**src/hw/rtl/rdd_pkg.sv**
```systemverilog
package rdd_pkg;

  // Operation codes of an input word
  typedef enum logic [2:0] {
    OP_ACQUIRE  = 3'd0,
    OP_RELEASE  = 3'd1,
    OP_REFCOUNT = 3'd2,
    OP_EXISTS   = 3'd3,
    OP_ENTRY    = 3'd4,
    OP_PURGE    = 3'd5,
    OP_STATS    = 3'd6,
    OP_CLEAR    = 3'd7
  } op_e;

  typedef enum logic [1:0] {
    ST_OK        = 2'd0,
    ST_FULL      = 2'd1,
    ST_UNKNOWN   = 2'd2,
    ST_EXHAUSTED = 2'd3
  } status_e;

  // Configuration register indexes
  localparam int unsigned CFG_IDX_W  = 2;
  localparam int unsigned CFG_DATA_W = 32;
  localparam logic [CFG_IDX_W-1:0] CFG_MAX_ENTRIES = 2'd0;
  localparam logic [CFG_IDX_W-1:0] CFG_REF_COUNT   = 2'd1;
  localparam logic [CFG_IDX_W-1:0] CFG_CANON       = 2'd2;

  localparam logic [6:0]  MAX_ENTRIES_RST = 7'd64;
  localparam logic [31:0] ONE_BITS        = 32'h3F80_0000;
  localparam logic [31:0] REFS_MAX        = 32'hFFFF_FFFF;
  localparam int unsigned MIP_LSB         = 16;

  typedef struct packed {
    op_e         operation;
    logic [31:0] handle_in;
    logic [63:0] mode_bytes;
    logic        aniso_enable;
    logic        unnormalized_coords;
    logic [31:0] lod_bias_bits;
    logic [31:0] max_aniso_bits;
    logic [31:0] min_lod_bits;
    logic [31:0] max_lod_bits;
  } in_t;

  typedef struct packed {
    logic [31:0] handle_out;
    status_e     status;
    logic [31:0] ref_count;
    logic        found;
    logic [5:0]  slot_index;
    logic [6:0]  purged_count;
    logic [6:0]  live_count;
    logic [6:0]  peak_count;
    logic [31:0] acquire_total;
    logic [31:0] dedup_total;
    logic [31:0] release_total;
    logic [31:0] destroyed_total;
  } out_t;

  typedef struct packed {
    logic [6:0] max_entries;
    logic       ref_counting_enable;
    logic       canonicalize_enable;
  } cfg_t;

  // Stored descriptor: flags are {unnormalized, aniso}
  typedef struct packed {
    logic [63:0] modes;
    logic [1:0]  flags;
    logic [31:0] lod_bias;
    logic [31:0] aniso;
    logic [31:0] min_lod;
    logic [31:0] max_lod;
  } desc_t;

  typedef struct packed {
    desc_t       desc;
    logic [31:0] handle;
    logic [31:0] refs;
    logic [5:0]  slot;
  } entry_t;

  // Controller to datapath
  typedef struct packed {
    logic load;    // take the input word
    logic scan_rd; // read the next table entry
    logic commit;  // apply the operation and emit the result
  } cmd_t;

  // Datapath to controller
  typedef struct packed {
    logic scan_last;
  } sts_t;

endpackage

```
**src/hw/rtl/rdd_ctrl.sv**
```systemverilog
module rdd_ctrl (
  input  logic           clk_i,
  input  logic           rst_ni,
  input  logic           in_valid_i,
  input  rdd_pkg::op_e   in_op_i,
  input  logic           out_free_i,
  input  rdd_pkg::sts_t  sts_i,
  output logic           in_ready_o,
  output rdd_pkg::cmd_t  cmd_o
);

  typedef enum logic [1:0] {
    S_IDLE,
    S_SCAN,
    S_DRAIN,
    S_FINISH
  } state_e;

  state_e state_q, state_d;

  always_comb begin
    state_d       = state_q;
    cmd_o.load    = 1'b0;
    cmd_o.scan_rd = 1'b0;
    cmd_o.commit  = 1'b0;
    in_ready_o    = 1'b0;
    case (state_q)
      S_IDLE: begin
        in_ready_o = 1'b1;
        if (in_valid_i) begin
          cmd_o.load = 1'b1;
          // stats and clear need no table scan
          if (in_op_i == rdd_pkg::OP_STATS || in_op_i == rdd_pkg::OP_CLEAR) begin
            state_d = S_FINISH;
          end else begin
            state_d = S_SCAN;
          end
        end
      end
      S_SCAN: begin
        cmd_o.scan_rd = 1'b1;
        if (sts_i.scan_last) begin
          state_d = S_DRAIN;
        end
      end
      S_DRAIN: begin
        state_d = S_FINISH;
      end
      S_FINISH: begin
        if (out_free_i) begin
          cmd_o.commit = 1'b1;
          state_d      = S_IDLE;
        end
      end
      default: state_d = S_IDLE;
    endcase
  end

  always_ff @(posedge clk_i or negedge rst_ni) begin
    if (!rst_ni) begin
      state_q <= S_IDLE;
    end else begin
      state_q <= state_d;
    end
  end

  chk_commit_finish: assert property (@(posedge clk_i) disable iff (!rst_ni)
    cmd_o.commit |=> in_ready_o)
    else $error("commit did not return to idle");

endmodule

```
**config.mk**
```make
export PLATFORM = sky130hd
export DESIGN_NAME = rdd_ctrl
export DESIGN_NICKNAME = d
export VERILOG_FILES = /design/src/hw/rtl/rdd_pkg.sv /design/src/hw/rtl/rdd_ctrl.sv
export SDC_FILE = /design/constraint.sdc
export NUM_CORES = 1
export LEC_CHECK = 0
export ABC_AREA = 1
export ABC_CLOCK_PERIOD_IN_PS = 1950
export BUFFER_PORTS_ARGS = -buffer_cell sky130_fd_sc_hd__buf_2
export CAP_MARGIN = 5
export CORE_AREA = 2 2 39 41
export CTS_CLUSTER_DIAMETER = 200
export CTS_CLUSTER_SIZE = 25
export DETAILED_ROUTE_END_ITERATION = 6
export DIE_AREA = 0 0 41 43
export MAX_ROUTING_LAYER = met4
export PLACE_DENSITY = 0.44
export SLEW_MARGIN = 15
export SYNTH_ARGS = -nofsm -noshare
export SYNTH_HDL_FRONTEND = slang
export SYNTH_SLANG_ARGS = --single-unit
```
**constraint.sdc**
```tcl
create_clock -name clk_i -period 1.95 [get_ports clk_i]
set_clock_uncertainty 0.2 [all_clocks]
set_input_delay 0.585 -clock clk_i [delete_from_list [all_inputs] [get_ports clk_i]]
set_output_delay 0.585 -clock clk_i [all_outputs]
set_load 0.005 [all_outputs]
```
==> results.cfg <==
[power]
ir_worst_vdd_uv = 312
p_comb_frac = 0.599
power.share.switching = 0.424
leakagePower_nw = 0.211
p_per_area_mw_per_mm2 = 1410
p_sw_mw = 0.195
power_frac_clock = 0.198
p_seq_frac = 0.203
p_int_mw = 0.265

[worst_setup_path]
crit_path_end_kind = output port
path_buf_inv = 3
critical_path.top_delay_family = flip-flops
worst_ep_arrival_time_ps = 1070
cp.required_ps = 1160
path_class = flip-flop to output port
crit_fanout = 6
critPathMaxStageDelay_ps = 410
r2r-end = state_q[0]$_DFFE_PN0P_
worst_r2r_startpoint = state_q[1]$_DFFE_PN0P_
worstPathCellList = inv_2 -> ha_4 -> nand2_1 -> inv_1 -> buf_2
r2r_slack_ps = 650
rr_worst_depth = 5
startpoint_type = flip-flop
critPathSlowestCell = dfrtp_1

[logic_synthesis]
synth.net_count = 44
ys_ff_latch = 2
syn_area_um2 = 210
synth_cell_type_count = 10
synth_top_family_by_area = simple AND/OR/NAND/NOR gates
muxShareOfSynthArea = 0
synthXorXnorAreaFrac = 0
synth_fa_ha_area_frac = 0.238
ys.warnings.count = 0
synth_compound_area_frac = 0.0238
syn_inst = 32
synth-simple-area-share = 0.357
syn-mean-instance-area_um2 = 6.57
synth.yosys.seq_area_share = 0.238

[die]
fp.dieW_um = 41
start_util = 0.152
core_mm2 = 0.00138
rows = 14
die_h_um = 43
dieArea_mm2 = 0.00176
io_pins = 12

[drt]
antenna_left = 0
via_per_inst = 3.44
wl_per_cell_um = 6.79
drt_wl_total_um = 421
drcViolationCount = 0
first_pass_iters = 2
vias = 213
drt_iter0_drc = 5

[cells_and_area]
area_growth_pct = 55.4
top_register = state_q
largest_reg_flops = 2
fin_nets = 60
top_regs = state_q x2
stdcell_area_um2 = 327
antenna-diode-count = 0
final_core_util = 0.236
drive_gt1_frac = 0.435

[global_routing]
grt_overflow = 0
antenna_found_initial = 0
grt_pass1_wl_um = 786
grt_max_degree = 7
grt_pass1_vias = 210
grt_usage = 0.0720

[sta]
timing.final.hold_violations = 0
setup_viol = 0
layout_min_cycle_time_ps = 1860
fmax_mhz = 538
maxSlewHeadroom = 0.901
max_slew.worst_pin.slew_ps = 149
fin_crit_sh = 0.954
slew_viol_final = 0
setup-tns-final_ps = 0
rsz0062_at_grt = false

[clock_network]
clk_pin_slew_ps = 30
cts_tree = yes
cts.path.max_buffers = 2
cts_root_buf = clkbuf_4
cts_sinks = 2
clock_latency_ps = 220
htree_levels = 1
cts_buffers = 3

[placed_design]
place_congestion = 0.659
dp_hpwl_um = 339
place_area_um2 = 280
port_buffers = 10

[min_path]
holdPathEnd = state_q[0]$_DFFE_PN0P_
holdCritStartpoint = state_q[0]$_DFFE_PN0P_
hold_class = flip-flop to flip-flop
hold_depth = 2

[flow_run]
maxCapViolCount = 0

[status]
status = completed
[synthesized netlist by cell type]
cell | instances | area share
a21oi_1 | 1 | 0.024
ha_1 | 4 | 0.24
dfrtp_1 | 2 | 0.24
inv_1 | 8 | 0.14
nand3_1 | 1 | 0.024
nand2_1 | 11 | 0.20
nor2_1 | 1 | 0.018
nand2_2 | 2 | 0.060
or2_0 | 1 | 0.030
nor2_2 | 1 | 0.030
[power by group through the flow]
stage | registers [mW] | logic, mW | clock network (mW)
2_1_floorplan | 0.0836 | 0.181 | 0
3_3_place_gp | 0.0901 | 0.246 | 0
3_5_place_dp | 0.0897 | 0.248 | 0
4_1_cts | 0.0892 | 0.279 | 0.0969
5_1_grt | 0.101 | 0.334 | 0.105
6_report | 0.0934 | 0.275 | 0.0908
[per-layer routing]
metal | global-route usage | wire length (µm) | vias up | part of all wire
met3 | 0.0471 | 20 | 0 | 0.048
met5 | - | 0 | - | 0
met4 | 0.0400 | 0 | 0 | 0
met2 | 0.100 | 221 | 3 | 0.52
li1 | - | - | 119 | -
met1 | 0.0740 | 179 | 91 | 0.43
[worst max-delay path by stage]
| stage | from | to | slack (ps) | cells past startpoint |
|---|---|---|---|---|
| floorplan | state_q[0]$_DFFE_PN0P_ | cmd_o[2] | 330 | 4 |
| global placement | state_q[0]$_DFFE_PN0P_ | cmd_o[2] | 200 | 5 |
| detailed placement | state_q[1]$_DFFE_PN0P_ | cmd_o[2] | 190 | 5 |
| CTS | state_q[0]$_DFFE_PN0P_ | cmd_o[2] | 30 | 5 |
| global route | state_q[1]$_DFFE_PN0P_ | cmd_o[2] | 10 | 5 |
| finish | state_q[1]$_DFFE_PN0P_ | cmd_o[2] | 90 | 5 |
[placed cells by master (no fill, tap or decap)]
master,n
dfrtp_1,1
ha_4,1
dfrtp_2,1
ha_1,3
nand2_2,2
clkbuf_4,3
nand2_1,11
nor2_1,1
or2_0,1
inv_2,2
inv_1,6
nand3_1,1
dlygate4sd3_1,1
nor2_2,1
a21oi_1,1
buf_2,10
[tightest hold or removal path: stages, from the launching register on]
cell and delay (ps):
dfrtp_2 380, nand2_1 60, nand2_1 60
[cell families after synthesis]
logic type	Yosys count
simple gates	17
fa+ha+maj	4
flops	2
compound gates	1
buf+inv	8
[stage by stage]
step	hold slack [ps]	setup slack, ps	power [mW]	std cells
2_1_floorplan	89.4	326	0.265	32
3_3_place_gp	172	204	0.336	58
3_5_place_dp	172	192	0.337	58
4_1_cts	356	29.4	0.465	62
5_1_grt	406	9.69	0.540	62
6_report	336	90.4	0.459	62
[layout make-up]
type	instances	area, µm²
multi-input cells	22	143
well taps	16	20.0
clock buffers	3	22.5
inverters	8	30.0
flip-flops and latches	2	51.3
repair buffers	11	60.1
fillers	163	1060
[what timing repair did]
| action | CTS | global route |
|---|---|---|
| hold buffers | 1 | 0 |
| gates resized for setup | 2 | 3 |
| pin swaps | 0 | 1 |
| hold endpoints to repair | 2 | 0 |
| setup buffers | 0 | 0 |
| setup endpoints to repair | 1 | 1 |
Note: power is estimated with default switching activity, not from simulation.
